===== src/trmt_pkg.sv =====
// shared constants, codes and types of the tape record memory transfer block
package trmt_pkg;

    // widths
    localparam int ADDR_BITS_DEF = 14;
    localparam int ADDR_MAX      = 16;
    localparam int MEM_SIZE_W    = 15;
    localparam int CHAR_W        = 6;
    localparam int WORD_W        = 7;
    localparam int CMD_W         = 3;
    localparam int STATUS_W      = 3;
    localparam int APB_ADDR_W    = 5;
    localparam int APB_DATA_W    = 32;
    localparam int REG_IDX_W     = 3;
    localparam int QUEUE_DEPTH   = 2;

    // item commands
    localparam logic [CMD_W-1:0] CMD_START_READ  = 3'd0;
    localparam logic [CMD_W-1:0] CMD_TAPE_CHAR   = 3'd1;
    localparam logic [CMD_W-1:0] CMD_END_RECORD  = 3'd2;
    localparam logic [CMD_W-1:0] CMD_START_WRITE = 3'd3;
    localparam logic [CMD_W-1:0] CMD_MEM_WORD    = 3'd4;

    // result status codes
    localparam logic [STATUS_W-1:0] ST_CONTINUE    = 3'd0;
    localparam logic [STATUS_W-1:0] ST_DONE        = 3'd1;
    localparam logic [STATUS_W-1:0] ST_GROUP_MARK  = 3'd2;
    localparam logic [STATUS_W-1:0] ST_WRAP        = 3'd3;
    localparam logic [STATUS_W-1:0] ST_EMPTY_WRITE = 3'd4;

    // register indexes
    localparam logic [REG_IDX_W-1:0] REG_MEMORY_SIZE = 3'd0;
    localparam logic [REG_IDX_W-1:0] REG_TAPE_MARK   = 3'd1;
    localparam logic [REG_IDX_W-1:0] REG_GROUP_MARK  = 3'd2;
    localparam logic [REG_IDX_W-1:0] REG_WORD_MARK   = 3'd3;
    localparam logic [REG_IDX_W-1:0] REG_ALT_BLANK   = 3'd4;
    localparam logic [REG_IDX_W-1:0] REG_BLANK       = 3'd5;

    // register reset values
    localparam logic [MEM_SIZE_W-1:0] MEM_SIZE_RST   = 15'd16000;
    localparam logic [CHAR_W-1:0]     TAPE_MARK_RST  = 6'd15;
    localparam logic [CHAR_W-1:0]     GROUP_MARK_RST = 6'd63;
    localparam logic [CHAR_W-1:0]     WORD_MARK_RST  = 6'd29;
    localparam logic [CHAR_W-1:0]     ALT_BLANK_RST  = 6'd16;
    localparam logic [CHAR_W-1:0]     BLANK_RST      = 6'd0;

    // mode bit positions
    localparam int MODE_BIN  = 0;
    localparam int MODE_WM   = 1;
    localparam int MODE_BOOT = 2;

    typedef struct packed {
        logic [MEM_SIZE_W-1:0] memory_size;
        logic [CHAR_W-1:0]     tape_mark_code;
        logic [CHAR_W-1:0]     group_mark_code;
        logic [CHAR_W-1:0]     word_mark_code;
        logic [CHAR_W-1:0]     alt_blank_code;
        logic [CHAR_W-1:0]     blank_code;
    } cfg_t;

    // one result; the address is held zero-extended to the widest build
    typedef struct packed {
        logic                mem_write;
        logic [ADDR_MAX-1:0] mem_addr;
        logic [WORD_W-1:0]   mem_data;
        logic                tape_valid;
        logic [CHAR_W-1:0]   tape_out;
        logic [STATUS_W-1:0] status;
        logic                end_ind;
        logic                err_ind;
        logic                last;
    } res_t;

    // one decoded item: one or two results
    typedef struct packed {
        res_t res_a;
        res_t res_b;
        logic two;
    } rec_t;

endpackage


===== src/trmt_cfg.sv =====
// configuration registers behind the apb-style port
module trmt_cfg (
    input  logic                            clk,
    input  logic                            rst_n,
    input  logic                            psel,
    input  logic                            penable,
    input  logic                            pwrite,
    input  logic [trmt_pkg::APB_ADDR_W-1:0] paddr,
    input  logic [trmt_pkg::APB_DATA_W-1:0] pwdata,
    output logic [trmt_pkg::APB_DATA_W-1:0] prdata,
    output logic                            pready,
    output trmt_pkg::cfg_t                  cfg
);
    import trmt_pkg::*;

    cfg_t                 cfg_reg;
    logic                 wr_en;
    logic [REG_IDX_W-1:0] reg_idx;

    assign pready  = 1'b1;
    assign wr_en   = psel && penable && pwrite && pready;
    assign reg_idx = paddr[APB_ADDR_W-1:2];
    assign cfg     = cfg_reg;

    // register writes
    always_ff @(posedge clk or negedge rst_n)
    begin
        if (!rst_n)
        begin
            cfg_reg.memory_size     <= MEM_SIZE_RST;
            cfg_reg.tape_mark_code  <= TAPE_MARK_RST;
            cfg_reg.group_mark_code <= GROUP_MARK_RST;
            cfg_reg.word_mark_code  <= WORD_MARK_RST;
            cfg_reg.alt_blank_code  <= ALT_BLANK_RST;
            cfg_reg.blank_code      <= BLANK_RST;
        end
        else if (wr_en)
        begin
            case (reg_idx)
                REG_MEMORY_SIZE: cfg_reg.memory_size     <= pwdata[MEM_SIZE_W-1:0];
                REG_TAPE_MARK:   cfg_reg.tape_mark_code  <= pwdata[CHAR_W-1:0];
                REG_GROUP_MARK:  cfg_reg.group_mark_code <= pwdata[CHAR_W-1:0];
                REG_WORD_MARK:   cfg_reg.word_mark_code  <= pwdata[CHAR_W-1:0];
                REG_ALT_BLANK:   cfg_reg.alt_blank_code  <= pwdata[CHAR_W-1:0];
                REG_BLANK:       cfg_reg.blank_code      <= pwdata[CHAR_W-1:0];
                default:         ;
            endcase
        end
    end

    // read mux
    always_comb
    begin
        case (reg_idx)
            REG_MEMORY_SIZE: prdata = APB_DATA_W'(cfg_reg.memory_size);
            REG_TAPE_MARK:   prdata = APB_DATA_W'(cfg_reg.tape_mark_code);
            REG_GROUP_MARK:  prdata = APB_DATA_W'(cfg_reg.group_mark_code);
            REG_WORD_MARK:   prdata = APB_DATA_W'(cfg_reg.word_mark_code);
            REG_ALT_BLANK:   prdata = APB_DATA_W'(cfg_reg.alt_blank_code);
            REG_BLANK:       prdata = APB_DATA_W'(cfg_reg.blank_code);
            default:         prdata = '0;
        endcase
    end

endmodule


===== src/trmt_front.sv =====
// front end: takes items, keeps the transfer state and decodes each item into results
module trmt_front #(
    parameter int ADDR_BITS = trmt_pkg::ADDR_BITS_DEF
) (
    input  logic                          clk,
    input  logic                          rst_n,
    input  trmt_pkg::cfg_t                cfg,
    input  logic                          accept,
    input  logic [trmt_pkg::CMD_W-1:0]    cmd,
    input  logic                          binary_mode,
    input  logic                          word_mark_mode,
    input  logic                          boot_mode,
    input  logic [ADDR_BITS-1:0]          start_address,
    input  logic                          record_is_tape_mark,
    input  logic                          record_in_error,
    input  logic [trmt_pkg::WORD_W-1:0]   tape_char,
    input  logic [trmt_pkg::WORD_W-1:0]   mem_word,
    output trmt_pkg::rec_t                rec
);
    import trmt_pkg::*;

    localparam int SW = (ADDR_BITS + 1 > MEM_SIZE_W) ? ADDR_BITS + 1 : MEM_SIZE_W;

    // transfer state
    logic [ADDR_BITS-1:0] address_reg, address_next;
    logic                 wm_pending_reg, wm_pending_next;
    logic                 first_char_reg, first_char_next;
    logic [2:0]           modes_reg, modes_next;
    logic                 tm_record_reg, tm_record_next;
    logic                 active_reg, active_next;
    logic                 writing_reg, writing_next;
    logic                 end_flag_reg, end_flag_next;
    logic                 error_flag_reg, error_flag_next;

    // address arithmetic
    logic [SW-1:0]        mem_size_ext, addr_limit, size_used, addr_inc;
    logic                 wrap;
    logic [ADDR_BITS-1:0] addr_step;
    logic                 mem_is_gmwm;
    logic                 bin, wmm, boot;

    assign mem_size_ext = SW'(cfg.memory_size);
    assign addr_limit   = SW'(1) << ADDR_BITS;
    assign addr_inc     = SW'(address_reg) + SW'(1);
    assign wrap         = addr_inc >= size_used;
    assign addr_step    = wrap ? '0 : addr_inc[ADDR_BITS-1:0];
    assign mem_is_gmwm  = mem_word == {1'b1, cfg.group_mark_code};
    assign bin          = modes_reg[MODE_BIN];
    assign wmm          = modes_reg[MODE_WM];
    assign boot         = modes_reg[MODE_BOOT];

    // memory size limited to one up to the address space
    always_comb
    begin
        if (mem_size_ext == '0)
            size_used = SW'(1);
        else if (mem_size_ext > addr_limit)
            size_used = addr_limit;
        else
            size_used = mem_size_ext;
    end

    // item decode
    res_t              pre, fin;
    logic              two;
    logic [CHAR_W-1:0] raw, tch;
    logic              wr;
    logic [WORD_W-1:0] dat;
    logic [STATUS_W-1:0] st;

    always_comb
    begin
        address_next    = address_reg;
        wm_pending_next = wm_pending_reg;
        first_char_next = first_char_reg;
        modes_next      = modes_reg;
        tm_record_next  = tm_record_reg;
        active_next     = active_reg;
        writing_next    = writing_reg;
        end_flag_next   = end_flag_reg;
        error_flag_next = error_flag_reg;
        pre             = '0;
        fin             = '0;
        two             = 1'b0;
        raw             = tape_char[CHAR_W-1:0];
        tch             = raw;
        wr              = 1'b0;
        dat             = '0;
        st              = ST_CONTINUE;

        if (cmd == CMD_START_READ || cmd == CMD_START_WRITE)
        begin
            // start of a transfer
            modes_next      = {boot_mode, word_mark_mode, binary_mode};
            address_next    = start_address;
            first_char_next = 1'b1;
            wm_pending_next = 1'b0;
            active_next     = 1'b1;
            writing_next    = cmd == CMD_START_WRITE;
            if (cmd == CMD_START_READ)
            begin
                tm_record_next  = record_is_tape_mark;
                end_flag_next   = record_is_tape_mark;
                error_flag_next = record_in_error;
            end
            else
            begin
                tm_record_next  = 1'b0;
                end_flag_next   = 1'b0;
                error_flag_next = 1'b0;
            end
            if (SW'(start_address) >= size_used)
            begin
                address_next = '0;
                active_next  = 1'b0;
                st           = ST_WRAP;
            end
            fin.mem_addr = ADDR_MAX'(address_next);
        end
        else if (cmd == CMD_TAPE_CHAR && active_reg && !writing_reg)
        begin
            // tape character into memory
            if (first_char_reg && !bin && raw == cfg.tape_mark_code)
                end_flag_next = 1'b1;
            first_char_next = 1'b0;
            if (!boot && mem_is_gmwm)
            begin
                address_next = addr_step;
                st           = wrap ? ST_WRAP : ST_GROUP_MARK;
                active_next  = 1'b0;
                fin.mem_addr = ADDR_MAX'(addr_step);
            end
            else
            begin
                if (!bin && raw == cfg.alt_blank_code)
                    tch = cfg.blank_code;
                if (wmm)
                begin
                    if (tch == cfg.word_mark_code && !wm_pending_reg)
                        wm_pending_next = 1'b1;
                    else
                    begin
                        wr              = 1'b1;
                        dat             = {wm_pending_reg, tch};
                        wm_pending_next = 1'b0;
                    end
                end
                else
                begin
                    wr  = 1'b1;
                    dat = {mem_word[WORD_W-1], tch};
                end
                if (!wm_pending_next)
                begin
                    address_next = addr_step;
                    if (wrap)
                    begin
                        st          = ST_WRAP;
                        active_next = 1'b0;
                    end
                end
                fin.mem_write = wr;
                fin.mem_data  = dat;
                fin.mem_addr  = wr ? ADDR_MAX'(address_reg) : ADDR_MAX'(address_next);
            end
        end
        else if (cmd == CMD_END_RECORD && active_reg && !writing_reg)
        begin
            // end of record: closing group mark unless a tape mark record
            active_next = 1'b0;
            if (tm_record_reg)
            begin
                st           = ST_DONE;
                fin.mem_addr = ADDR_MAX'(address_reg);
            end
            else
            begin
                if (!mem_is_gmwm)
                begin
                    wr  = 1'b1;
                    dat = wmm ? {1'b0, cfg.group_mark_code}
                              : {mem_word[WORD_W-1], cfg.group_mark_code};
                end
                address_next  = addr_step;
                st            = wrap ? ST_WRAP : ST_DONE;
                fin.mem_write = wr;
                fin.mem_data  = dat;
                fin.mem_addr  = wr ? ADDR_MAX'(address_reg) : ADDR_MAX'(addr_step);
            end
        end
        else if (cmd == CMD_MEM_WORD && active_reg && writing_reg)
        begin
            // memory word onto tape
            first_char_next = 1'b0;
            if (mem_is_gmwm)
            begin
                active_next = 1'b0;
                if (first_char_reg)
                    st = ST_EMPTY_WRITE;
                else
                begin
                    address_next = addr_step;
                    st           = wrap ? ST_WRAP : ST_DONE;
                end
                fin.mem_addr = ADDR_MAX'(address_next);
            end
            else
            begin
                if (mem_word[WORD_W-1] && wmm)
                begin
                    two            = 1'b1;
                    pre.mem_addr   = ADDR_MAX'(address_reg);
                    pre.tape_valid = 1'b1;
                    pre.tape_out   = cfg.word_mark_code;
                end
                tch = mem_word[CHAR_W-1:0];
                if (tch == cfg.blank_code && !bin)
                    tch = cfg.alt_blank_code;
                address_next = addr_step;
                if (wrap)
                begin
                    st          = ST_WRAP;
                    active_next = 1'b0;
                end
                fin.mem_addr   = ADDR_MAX'(addr_step);
                fin.tape_valid = 1'b1;
                fin.tape_out   = tch;
            end
        end
        else
        begin
            // idle, wrong direction or unknown command
            fin.mem_addr = ADDR_MAX'(address_reg);
        end

        fin.status  = st;
        fin.last    = 1'b1;
        fin.end_ind = end_flag_next;
        fin.err_ind = error_flag_next;
        pre.status  = ST_CONTINUE;
        pre.last    = 1'b0;
        pre.end_ind = end_flag_next;
        pre.err_ind = error_flag_next;
    end

    assign rec.res_a = two ? pre : fin;
    assign rec.res_b = fin;
    assign rec.two   = two;

    // state update on each transfer in
    always_ff @(posedge clk or negedge rst_n)
    begin
        if (!rst_n)
        begin
            address_reg    <= '0;
            wm_pending_reg <= 1'b0;
            first_char_reg <= 1'b1;
            modes_reg      <= '0;
            tm_record_reg  <= 1'b0;
            active_reg     <= 1'b0;
            writing_reg    <= 1'b0;
            end_flag_reg   <= 1'b0;
            error_flag_reg <= 1'b0;
        end
        else if (accept)
        begin
            address_reg    <= address_next;
            wm_pending_reg <= wm_pending_next;
            first_char_reg <= first_char_next;
            modes_reg      <= modes_next;
            tm_record_reg  <= tm_record_next;
            active_reg     <= active_next;
            writing_reg    <= writing_next;
            end_flag_reg   <= end_flag_next;
            error_flag_reg <= error_flag_next;
        end
    end

endmodule


===== src/trmt_queue.sv =====
// short queue of decoded items between front and back ends
module trmt_queue #(
    parameter int DEPTH = trmt_pkg::QUEUE_DEPTH
) (
    input  logic           clk,
    input  logic           rst_n,
    input  logic           wr_en,
    input  trmt_pkg::rec_t wr_data,
    output logic           full,
    input  logic           rd_en,
    output trmt_pkg::rec_t rd_data,
    output logic           empty
);
    import trmt_pkg::*;

    localparam int PW = (DEPTH > 1) ? $clog2(DEPTH) : 1;
    localparam int CW = $clog2(DEPTH + 1);

    rec_t          entries_reg [DEPTH];
    logic [PW-1:0] wr_ptr_reg, rd_ptr_reg;
    logic [CW-1:0] count_reg;
    logic          do_wr, do_rd;

    assign full    = count_reg == CW'(DEPTH);
    assign empty   = count_reg == '0;
    assign do_wr   = wr_en && !full;
    assign do_rd   = rd_en && !empty;
    assign rd_data = entries_reg[rd_ptr_reg];

    // storage
    always_ff @(posedge clk)
    begin
        if (do_wr)
            entries_reg[wr_ptr_reg] <= wr_data;
    end

    // pointers and fill count
    always_ff @(posedge clk or negedge rst_n)
    begin
        if (!rst_n)
        begin
            wr_ptr_reg <= '0;
            rd_ptr_reg <= '0;
            count_reg  <= '0;
        end
        else
        begin
            if (do_wr)
                wr_ptr_reg <= (wr_ptr_reg == PW'(DEPTH - 1)) ? '0 : wr_ptr_reg + PW'(1);
            if (do_rd)
                rd_ptr_reg <= (rd_ptr_reg == PW'(DEPTH - 1)) ? '0 : rd_ptr_reg + PW'(1);
            if (do_wr && !do_rd)
                count_reg <= count_reg + CW'(1);
            else if (do_rd && !do_wr)
                count_reg <= count_reg - CW'(1);
        end
    end

endmodule


===== src/trmt_back.sv =====
// back end: plays out the one or two results of each item through the output register
module trmt_back (
    input  logic           clk,
    input  logic           rst_n,
    input  trmt_pkg::rec_t q_data,
    input  logic           q_empty,
    output logic           q_pop,
    input  logic           pop,
    output logic           empty,
    output trmt_pkg::res_t out_res
);
    import trmt_pkg::*;

    rec_t cur_reg;
    logic cur_valid_reg;
    logic second_reg;
    logic fire, done, load;

    assign empty   = !cur_valid_reg;
    assign out_res = second_reg ? cur_reg.res_b : cur_reg.res_a;
    assign fire    = pop && cur_valid_reg;
    assign done    = fire && (second_reg || !cur_reg.two);
    assign load    = !cur_valid_reg || done;
    assign q_pop   = load && !q_empty;

    // current item payload
    always_ff @(posedge clk)
    begin
        if (q_pop)
            cur_reg <= q_data;
    end

    // output control
    always_ff @(posedge clk or negedge rst_n)
    begin
        if (!rst_n)
        begin
            cur_valid_reg <= 1'b0;
            second_reg    <= 1'b0;
        end
        else if (load)
        begin
            cur_valid_reg <= !q_empty;
            second_reg    <= 1'b0;
        end
        else if (fire)
        begin
            second_reg <= 1'b1;
        end
    end

endmodule


===== src/tape_record_memory_transfer_top.sv =====
// top level of the tape record memory transfer block
//
// Moves characters between a seven-track tape record and a word-marked
// character memory. Items come in on a queue-style port (push, full): an
// item is taken at a clock edge with push high and full low. Results leave
// on a queue-style port (empty, pop): the oldest result sits on the result
// ports while empty is low and is taken at an edge with pop high.
// Registers sit behind an apb-style port at byte address 4*index, pready
// always high; they are to be written only while no transfer is in flight,
// which the block itself does not enforce. Results pass through the decode
// queue and then the output register. Throughput: one item per cycle on the
// input side while the two-entry decode queue has room; the result side
// gives one result per cycle while pop is high, so a memory word that emits
// a word-mark character as well gives two results. When pop stays low the
// output register holds, the decode queue fills and full rises; the front
// keeps its state until the next transfer in. Reset clears the transfer
// state, empties both stages and loads the register defaults.
module tape_record_memory_transfer_top #(
    parameter int ADDR_BITS = trmt_pkg::ADDR_BITS_DEF
) (
    input  logic                              clk,
    input  logic                              rst_n,
    input  logic                              psel,
    input  logic                              penable,
    input  logic                              pwrite,
    input  logic [trmt_pkg::APB_ADDR_W-1:0]   paddr,
    input  logic [trmt_pkg::APB_DATA_W-1:0]   pwdata,
    output logic [trmt_pkg::APB_DATA_W-1:0]   prdata,
    output logic                              pready,
    input  logic                              push,
    output logic                              full,
    input  logic [trmt_pkg::CMD_W-1:0]        cmd,
    input  logic                              binary_mode,
    input  logic                              word_mark_mode,
    input  logic                              boot_mode,
    input  logic [ADDR_BITS-1:0]              start_address,
    input  logic                              record_is_tape_mark,
    input  logic                              record_in_error,
    input  logic [trmt_pkg::WORD_W-1:0]       tape_char,
    input  logic [trmt_pkg::WORD_W-1:0]       mem_word,
    output logic                              empty,
    input  logic                              pop,
    output logic                              mem_write,
    output logic [ADDR_BITS-1:0]              mem_addr,
    output logic [trmt_pkg::WORD_W-1:0]       mem_data,
    output logic                              tape_valid,
    output logic [trmt_pkg::CHAR_W-1:0]       tape_out,
    output logic [trmt_pkg::STATUS_W-1:0]     status,
    output logic                              end_indicator,
    output logic                              error_indicator,
    output logic                              last
);
    import trmt_pkg::*;

    cfg_t cfg;
    rec_t rec, q_data;
    res_t out_res;
    logic accept, q_empty, q_pop;

    assign accept = push && !full;

    // configuration registers
    trmt_cfg u_cfg (
        .clk     (clk),
        .rst_n   (rst_n),
        .psel    (psel),
        .penable (penable),
        .pwrite  (pwrite),
        .paddr   (paddr),
        .pwdata  (pwdata),
        .prdata  (prdata),
        .pready  (pready),
        .cfg     (cfg)
    );

    // front end
    trmt_front #(
        .ADDR_BITS (ADDR_BITS)
    ) u_front (
        .clk                 (clk),
        .rst_n               (rst_n),
        .cfg                 (cfg),
        .accept              (accept),
        .cmd                 (cmd),
        .binary_mode         (binary_mode),
        .word_mark_mode      (word_mark_mode),
        .boot_mode           (boot_mode),
        .start_address       (start_address),
        .record_is_tape_mark (record_is_tape_mark),
        .record_in_error     (record_in_error),
        .tape_char           (tape_char),
        .mem_word            (mem_word),
        .rec                 (rec)
    );

    // decode queue
    trmt_queue u_queue (
        .clk     (clk),
        .rst_n   (rst_n),
        .wr_en   (accept),
        .wr_data (rec),
        .full    (full),
        .rd_en   (q_pop),
        .rd_data (q_data),
        .empty   (q_empty)
    );

    // back end
    trmt_back u_back (
        .clk     (clk),
        .rst_n   (rst_n),
        .q_data  (q_data),
        .q_empty (q_empty),
        .q_pop   (q_pop),
        .pop     (pop),
        .empty   (empty),
        .out_res (out_res)
    );

    // result fields
    assign mem_write       = out_res.mem_write;
    assign mem_addr        = out_res.mem_addr[ADDR_BITS-1:0];
    assign mem_data        = out_res.mem_data;
    assign tape_valid      = out_res.tape_valid;
    assign tape_out        = out_res.tape_out;
    assign status          = out_res.status;
    assign end_indicator   = out_res.end_ind;
    assign error_indicator = out_res.err_ind;
    assign last            = out_res.last;

endmodule


===== config.mk =====
export PLATFORM = sky130hd
export DESIGN_NAME = tape_record_memory_transfer_top
export DESIGN_NICKNAME = d
export VERILOG_FILES = /design/src/trmt_pkg.sv /design/src/trmt_cfg.sv /design/src/trmt_front.sv /design/src/trmt_queue.sv /design/src/trmt_back.sv /design/src/tape_record_memory_transfer_top.sv
export SDC_FILE = /design/constraint.sdc
export NUM_CORES = 1
export LEC_CHECK = 0
export BUFFER_PORTS_ARGS = -buffer_cell sky130_fd_sc_hd__buf_2
export CAP_MARGIN = 10
export CORE_MARGIN = 4
export CORE_UTILIZATION = 60
export DETAILED_ROUTE_END_ITERATION = 7
export MAX_ROUTING_LAYER = met4
export PLACE_DENSITY_LB_ADDON = 0.25
export SLEW_MARGIN = 20
export SYNTH_ARGS = -nofsm -noshare
export SYNTH_HDL_FRONTEND = slang
export SYNTH_HIERARCHICAL = 1
export SYNTH_SLANG_ARGS = --single-unit
export TNS_END_PERCENT = 100

===== constraint.sdc =====
create_clock -name clk -period 22 [get_ports clk]
set_input_delay 2.2 -clock clk [delete_from_list [all_inputs] [get_ports clk]]
set_output_delay 2.2 -clock clk [all_outputs]
set_load 0.05 [all_outputs]

Word level (Yosys, flattened, before mapping)
Memories as Yosys holds them, arrays and structs flattened. A register that Yosys moved wholly into a read port is not among the register bits. Index checks and enable logic that the tools add are counted. W data, S select, Z words.

Shift operators: 0. Divide/modulo/power cells: 0. Multiply operators: 0. Reduce and logical (&&, ||, !) cells: 56. Equal/unequal tests: 19. Mux-type cells: 122. Bitwise gates (word level): 0. $lt $le $gt $ge: 3. Add/sub/neg operators: 5.

Operators by type and width (number): $mux W14 (16); $mux W16 (10); $mux W7 (17); $pmux W15 S6 (1); $mux W37 (2); $mux W1 (54); $mux W15 (2); $mux W6 (5); $mux W3 (9); $eq A6 B6 Y1 (4); $mux W24 (1); $logic_and A1 B1 Y1 (23); $add A14 B1 Y15 const B (1); $ge A14 B15 Y1 (1); $ge A15 B15 Y1 (1); $gt A15 B15 Y1 const B (1); $logic_not A15 Y1 (1); $reduce_and A2 Y1 (7); $eq A3 B2 Y1 const B (4); $reduce_and A3 Y1 (4); $logic_not A1 Y1 (10); $mux W2 (5); $eq A3 B3 Y1 const B (3); $eq A7 B7 Y1 (1); other kinds (15) (22).

Output and inout bits: 70. Memory bits (writable): 148. Memories: 1. Input bits: 80. Bits in registers: 76. Bits in latches: 0. Bits in read-only memories: 0.

Memories: u_queue.entries_reg (depth 2, bits a word 74, read ports 1, clocked after Yosys merged registers in 1, write ports 1, RTL line trmt_queue.sv:19) `rec_t entries_reg [DEPTH];`.

Logic depth before layout (Yosys ltp)
Gate-level depths: netlist (run 1).

Depth in word-level cells: 19. Mapped depth: 17.

By module
Netlist (run 1), hierarchy kept.

Modules (own cells, without submodules): trmt_queue (cells each 252, sequential area each 4604.4 um2, area each 5763.0 um2, times used 1); trmt_front (cells each 625, sequential area each 601.8 um2, area each 4383.0 um2, times used 1); trmt_back (cells each 126, sequential area each 2302.2 um2, area each 2797.7 um2, times used 1); trmt_cfg (cells each 168, sequential area each 1152.4 um2, area each 2269.7 um2, times used 1); tape_record_memory_transfer_top (cells each 1, sequential area each 0.0 um2, area each 13.8 um2, times used 1).

Worst setup path before layout (run 1)
Ideal clock, no wire load.

Path kind: input -> register. Start: in pop. End: reg u_queue.count_reg[1]. Required time: 21.921 ns. Stages on the path: 6. Path slack: 12.628 ns. Data arrival time: 9.293 ns. Path buffers: 0. Cell sequence: nor2b_1 nor3_1 o21ai_0 ha_1 nor2_1 xor2_1.

Word-level cells in the longest chain between the ends: 8. Elaborated cells between the ends (all ways): 10. Those cells by class: 1 x mux; 9 x reduce/logical.

Ends and longest elaborated chain: from (decl) (RTL line tape_record_memory_transfer_top.sv:42) `input logic pop,`; $logic_and A1 B1 Y1 * (RTL line trmt_back.sv:21) `assign fire = pop && cur_valid_reg;`; $logic_and A1 B1 Y1 * (RTL line trmt_back.sv:22) `assign done = fire && (second_reg || !cur_reg.two);`; $logic_or A1 B1 Y1 * (RTL line trmt_back.sv:23) `assign load = !cur_valid_reg || done;`; $logic_and A1 B1 Y1 * (RTL line trmt_back.sv:24) `assign q_pop = load && !q_empty;`; via q_pop (RTL line tape_record_memory_transfer_top.sv:58) `logic accept, q_empty, q_pop;`; $logic_and A1 B1 Y1 * (RTL line trmt_queue.sv:27) `assign do_rd = rd_en && !empty;`; $logic_not A1 Y1 (RTL line trmt_queue.sv:52) `if (do_wr && !do_rd)`; $logic_and A1 B1 Y1 (RTL line trmt_queue.sv:52); $mux W2 / $reduce_bool A2 Y1 (equally long branches); to (signal assigned) (RTL line trmt_queue.sv:53) `count_reg <= count_reg + CW'(1);`; to (signal assigned) (RTL line trmt_queue.sv:55) `count_reg <= count_reg - CW'(1);`; to (decl) (RTL line trmt_queue.sv:21) `logic [CW-1:0] count_reg;`.

Mark *: on every way through the listed nets, which the timed path passes. The rest lies on a longest branch. A chain may end at the register's enable or synchronous reset.

Worst setup path after layout (run 1)
Start: in paddr[2] (netlist bit). End: out prdata[9] (netlist bit).

Word-level cells in the longest chain between the ends: 2. Elaborated cells between the ends (all ways): 7. Those cells by class: 5 x eq/ne; 1 x mux; 1 x reduce/logical.

Ends and longest elaborated chain: from (decl) (RTL line tape_record_memory_transfer_top.sv:26) `input logic [trmt_pkg::APB_ADDR_W-1:0] paddr,`; $eq A3 B3 Y1 (tied with other cells) (RTL line trmt_cfg.sv:54) `case (reg_idx)`; $pmux W15 S6 * (RTL line trmt_cfg.sv:54); to (decl) (RTL line tape_record_memory_transfer_top.sv:28) `output logic [trmt_pkg::APB_DATA_W-1:0] prdata,`.

Mark *: on every way between the ends. The rest lies on a longest branch, timed or not.

==> flow_summary.yaml, run 1 <==
outcome:
  run_status: "finished clean"
global_routing:
  antenna_found_initial: 0
  overflow: 0
  grt_start_max_net_pins: 73
  grt_pass1_vias: 9107
  grt_first_pass_wirelength_um: 50200
  grt.total_usage_pct: 24.4
timing:
  clock-skew-final_ps: 23.9
  setup_viol: 0
  hold_ws_ps: 479
  final-hold-violation-count: 0
  worst_pin_slew_ps: 941
  final_min_period_over_clock_period_pct: 26.5
  achievable-frequency_mhz: 172
  drv_slew: 0
  period_minus_slack_ps: 5820
  timing.max_slew.rel_slack_pct: 37.3
  setup_tns_final_ps: 0
  rsz0062_at_grt: "false"
placement:
  dp_hpwl_um: 22600
  dp.cells: 1537
  gp_congestion: 0.922
  count_of_input_and_output_buffers: 111
power:
  powerDensity_nw_per_um2: 133
  ir_drop_mv: 0.0901
  power_leakage_uw: 0.00647
clock_tree:
  cts_max_path_buffers: 3
  cts_buf_count: 29
  cts_resized: 0
  clkSinkCount: 288
  cts.repair_timing.setup_buffer_count: 0
  clock_insertion_delay_worst_skew_ps: 570
  cts.hold.buffers_added: 0
  cts_htree_levels: 1
  clock_tree.root_cell: "clkbuf_16"
  cts.reportedPaths.clkPinSlew_ps: 60
  cts_tree: "yes"
drt:
  drtAntennaViolNets: 0
  route.vias.total: 9525
  drt_iter0_markers: 876
  drc_violation_count_after_routing: 0
  detail_route.wl_per_cell_um: 20.4
  per_cell_via_count_in_the_routed_design: 5.99
  drt_first_pass_iters: 6
  routed_wirelength_um: 32400
floorplan:
  initial_core_utilization_pct: 60.9
  die_width_um: 165
  number_of_i_o_pins: 150
  core-area_um2: 24200
  floorplan.die.height_um: 165
  row_count: 57
  fp.dieArea_um2: 27200
layout:
  layout_commonest_cell: "edfxtp_1"
  area.sequential_um2: 8300
  final_cell_mix: "edfxtp_1, mux2_2, nand2_1, buf_2, dfrtp_1"
  synthToLayoutAreaGrowth_pct: 10.7
  fill_cells: 1797
  antenna-diode-count: 0
  finalCoreUtilization_pct: 67.4
  drive_gt1_share_pct: 30.4
  final_net_count: 1355
  max_ffs_per_register: 142
  multi_input_comb_area_um2: 6000
  final_cell_count_no_fill: 1590
worst_setup_path:
  critical_path_buf_inv_count: 2
  crit_chain: "buf_2, nor3_1, and2_1, buf_2"
  crit_path_start_kind: "input port"
  critPathMostFrequentCell: "buf_2"
  critical_path.top_delay_family: "simple AND/OR/NAND/NOR gates"
  critical_path.endpoint_type: "output pin"
  cp_max_stage_cell: "nor3_1"
  crit_fanout: 20
  slowest_delay_ps: 660
  critPathKind: "input port to output pin"
  critPathArrivalTime_ps: 3620
  crit_required_ps: 19800
job:
  maxCapViolations: 0
yosys:
  avgSynthCellArea_um2: 12.8
  post_synth_inst_count: 1149
  mappedNetlistArea_um2: 14800
  ys.warnings.count: 6
hold_path:
  hold_path.class: "flop to flop"
cell type report:
type,count,share of cell area [%]
flip-flops and latches,288,50.8
repair buffers,123,3.97
clock buffers,35,4.70
clock inverters,18,0.774
inverters,23,0.529
multi-input cells,779,36.7
well taps,324,2.48
stage by stage:
step           worst slack, ps  total power, uW  instance area, um2
6_report                 16180             2170               16300
5_1_grt                  16100             2280               16300
4_1_cts                  16140             2180               16300
3_5_place_dp             16160             1710               15400
3_3_place_gp             16190             1690               15400
2_1_floorplan            12950             1550               14800
where the power goes:
group | internal (uW) | switching (uW) | leakage [uW]
combinational | 291 | 491 | 0.00311
sequential | 813 | 111 | 0.00291
clock | 260 | 203 | 0.000449
total | 1360 | 805 | 0.00647
tightest hold or removal path, delay by kind of cell, from the launching register on:
family	cells	cell delay, ps
flip-flops	1	380
AND/OR/NAND/NOR	2	110
worst paths after layout:
check | to | slack [ps] | cells after the start | startpoint
setup / recovery | prdata[9] | 16180 | 4 | paddr[2]
hold / removal | u_front/first_char_reg | 480 | 2 | u_front/first_char_reg
setup reg to reg | u_queue/entries_reg[1][59] | 17340 | 14 | u_front/address_reg[0]
hold reg to reg | u_front/first_char_reg | 480 | 2 | u_front/first_char_reg
max in group asynchronous | u_cfg/cfg[7] | 19380 | 2 | rst_n
min in group asynchronous | u_back/second_reg | 1560 | 1 | rst_n
per-layer routing:
layer | up-vias | track usage, % | wire length (um)
met4 | 0 | 5.52 | 603
met1 | 4666 | 35.8 | 14900
met2 | 342 | 37.3 | 15000
li1 | 4469 | - | -
met3 | 48 | 2.75 | 1890
met5 | - | - | 0
No activity file was read; power rests on OpenSTA's default activity.
==> run 2, diff against run 1 <==
Clock period 22 ns to 5.6 ns, I/O delays scaled along.
==> run 2 against run 1 <==
Sequential share of layout area fell by 0.54 points. First-iteration DRC count rose by 13%. Global-route usage fell by 0.088 points. Largest cell class unchanged. Highest routed layer unchanged.
==> flow_summary.yaml, run 2 (synthesis results as in run 1) <==
floorplan:
  floorplan.die.height_um: 165
  number_of_i_o_pins: 150
  row_count: 57
  fp.dieArea_um2: 27200
  initial_core_utilization_pct: 60.9
  die_width_um: 165
  core-area_um2: 24200
worst_setup_path:
  crit_fanout: 20
  crit-reg2reg-capture: "u_queue/entries_reg[0][59]"
  worstReg2RegStart: "u_front/address_reg[2]"
  critPathKind: "flop to flop"
  crit_required_ps: 5890
  number_of_cell_instances_on_the_worst_register_to_register_path: 14
  critical_path.endpoint_type: "flop"
  critPathArrivalTime_ps: 4880
  r2r_setup_slk_ps: 1020
  crit_path_start_kind: "flop"
clock_tree:
  clkSinkCount: 288
  cts.reportedPaths.clkPinSlew_ps: 70
  clock_insertion_delay_worst_skew_ps: 550
  cts_tree: "yes"
  cts_resized: 0
  cts_buf_count: 29
  cts_max_path_buffers: 3
  clock_tree.root_cell: "clkbuf_16"
  cts_htree_levels: 1
  cts.repair_timing.setup_buffer_count: 0
placement:
  dp_hpwl_um: 22700
  count_of_input_and_output_buffers: 111
  post_dp_cell_area_um2: 15400
  gp_congestion: 0.951
timing:
  final_min_period_over_clock_period_pct: 81.8
  setup_viol: 0
  clock-skew-final_ps: 11.3
  final-hold-violation-count: 0
  period_minus_slack_ps: 4580
  worst_pin_slew_ps: 940
  timing.max_slew.rel_slack_pct: 37.3
  rsz0062_at_grt: "false"
  drv_slew: 0
  achievable-frequency_mhz: 218
  setup_tns_final_ps: 0
hold_path:
  holdPathStages: 2
  min-delay-start: "pwdata[14]"
  worst_hold_path.endpoint: "u_cfg/cfg[44]"
  hold_path.class: "input port to flop"
power:
  power_leakage_uw: 0.00653
  ir_drop_mv: 0.512
  powerDensity_nw_per_um2: 531
layout:
  synthToLayoutAreaGrowth_pct: 11.9
  final_cell_mix: "edfxtp_1, mux2_2, nand2_1, buf_2, dfrtp_1"
  layout_commonest_cell: "edfxtp_1"
  drive_gt1_share_pct: 31.0
  finalCoreUtilization_pct: 68.1
  final_net_count: 1356
  post-route-cell-area_um2: 16500
  max_ffs_per_register: 142
  fill_cells: 1747
drt:
  detail_route.wl_per_cell_um: 20.3
  route.vias.total: 9500
  drt_iter0_markers: 991
  drc_violation_count_after_routing: 0
  drt_first_pass_iters: 5
  per_cell_via_count_in_the_routed_design: 5.96
  routed_wirelength_um: 32400
  drtAntennaViolNets: 0
outcome:
  run_status: "finished clean"
global_routing:
  antenna_found_initial: 2
  grt_pass1_vias: 9136
  grt_start_max_net_pins: 72
  grt_first_pass_wirelength_um: 50100
  overflow: 0
  grt.total_usage_pct: 24.3
job:
  maxCapViolations: 0
run 2: worst max-delay path: stages, from the launching register on:
cell and delay [ps]:
dfrtp_1 580, and3_1 280, and3_1 250, and3_1 220, nand3_1 210, nor2_1 190, xor2_1 300, ha_1 190
nand4_1 130, nor3_1 270, a21o_1 610, nor2_1 150, mux2_2 300, a221o_1 370, mux2_2 280
run 2: report_power, final:
group | switching (uW) | internal [uW] | leakage, uW
logic | 1900 | 1150 | 0.00311
clock network | 810 | 1270 | 0.000514
registers | 452 | 3190 | 0.00291
total | 3170 | 5610 | 0.00653
run 2: how the worst max path moves through the flow:
stage                                 startpoint                         end  slack [ps]  cells after the start
final                     u_front/address_reg[2]  u_queue/entries_reg[0][59]        1020                     14
after global routing      u_front/address_reg[2]  u_queue/entries_reg[0][59]         680                     14
after detailed placement  u_front/address_reg[2]  u_queue/entries_reg[0][59]        1110                     14
after CTS                 u_front/address_reg[2]  u_queue/entries_reg[0][59]        1080                     14
after floorplan             u_back/cur_valid_reg        u_queue/count_reg[1]         730                      7
after global placement    u_front/address_reg[2]  u_queue/entries_reg[1][60]        1210                     14
run 2: final cells by class:
| class | count | area [um2] | area share (%) |
|---|---|---|---|
| Tap cell | 324 | 405 | 2.46 |
| Timing Repair Buffer | 124 | 658 | 3.99 |
| Inverter | 23 | 86.3 | 0.523 |
| Clock inverter | 21 | 277 | 1.68 |
| Antenna cell | 2 | 5.00 | 0.0303 |
| Sequential cell | 288 | 8300 | 50.3 |
| Clock buffer | 32 | 767 | 4.65 |
| Multi-Input combinational cell | 779 | 6010 | 36.4 |
run 2: layer usage:
layer,part of all wire [%],vias to the layer above,track usage [%]
met1,44,4638,34.8
met3,6.8,45,3.34
met5,0,-,-
met2,47,370,37.8
li1,-,4447,-
met4,1.6,0,5.29
run 2: metrics by stage:
step / instances / hold slack [ps] / total power, uW / setup slack (ps)
6_report: 1593 / 245 / 8770 / 1020
5_1_grt: 1593 / 231 / 9220 / 680
4_1_cts: 1591 / 224 / 8820 / 1080
3_5_place_dp: 1537 / 463 / 6730 / 1110
3_3_place_gp: 1537 / 461 / 6630 / 1210
2_1_floorplan: 1165 / 264 / 6060 / 732
run 2: what timing repair did:
action | CTS | global route
setup endpoints to repair | 0 | 0
hold buffers | 1 | 0
endpoints found under the hold margin | 12 | 0
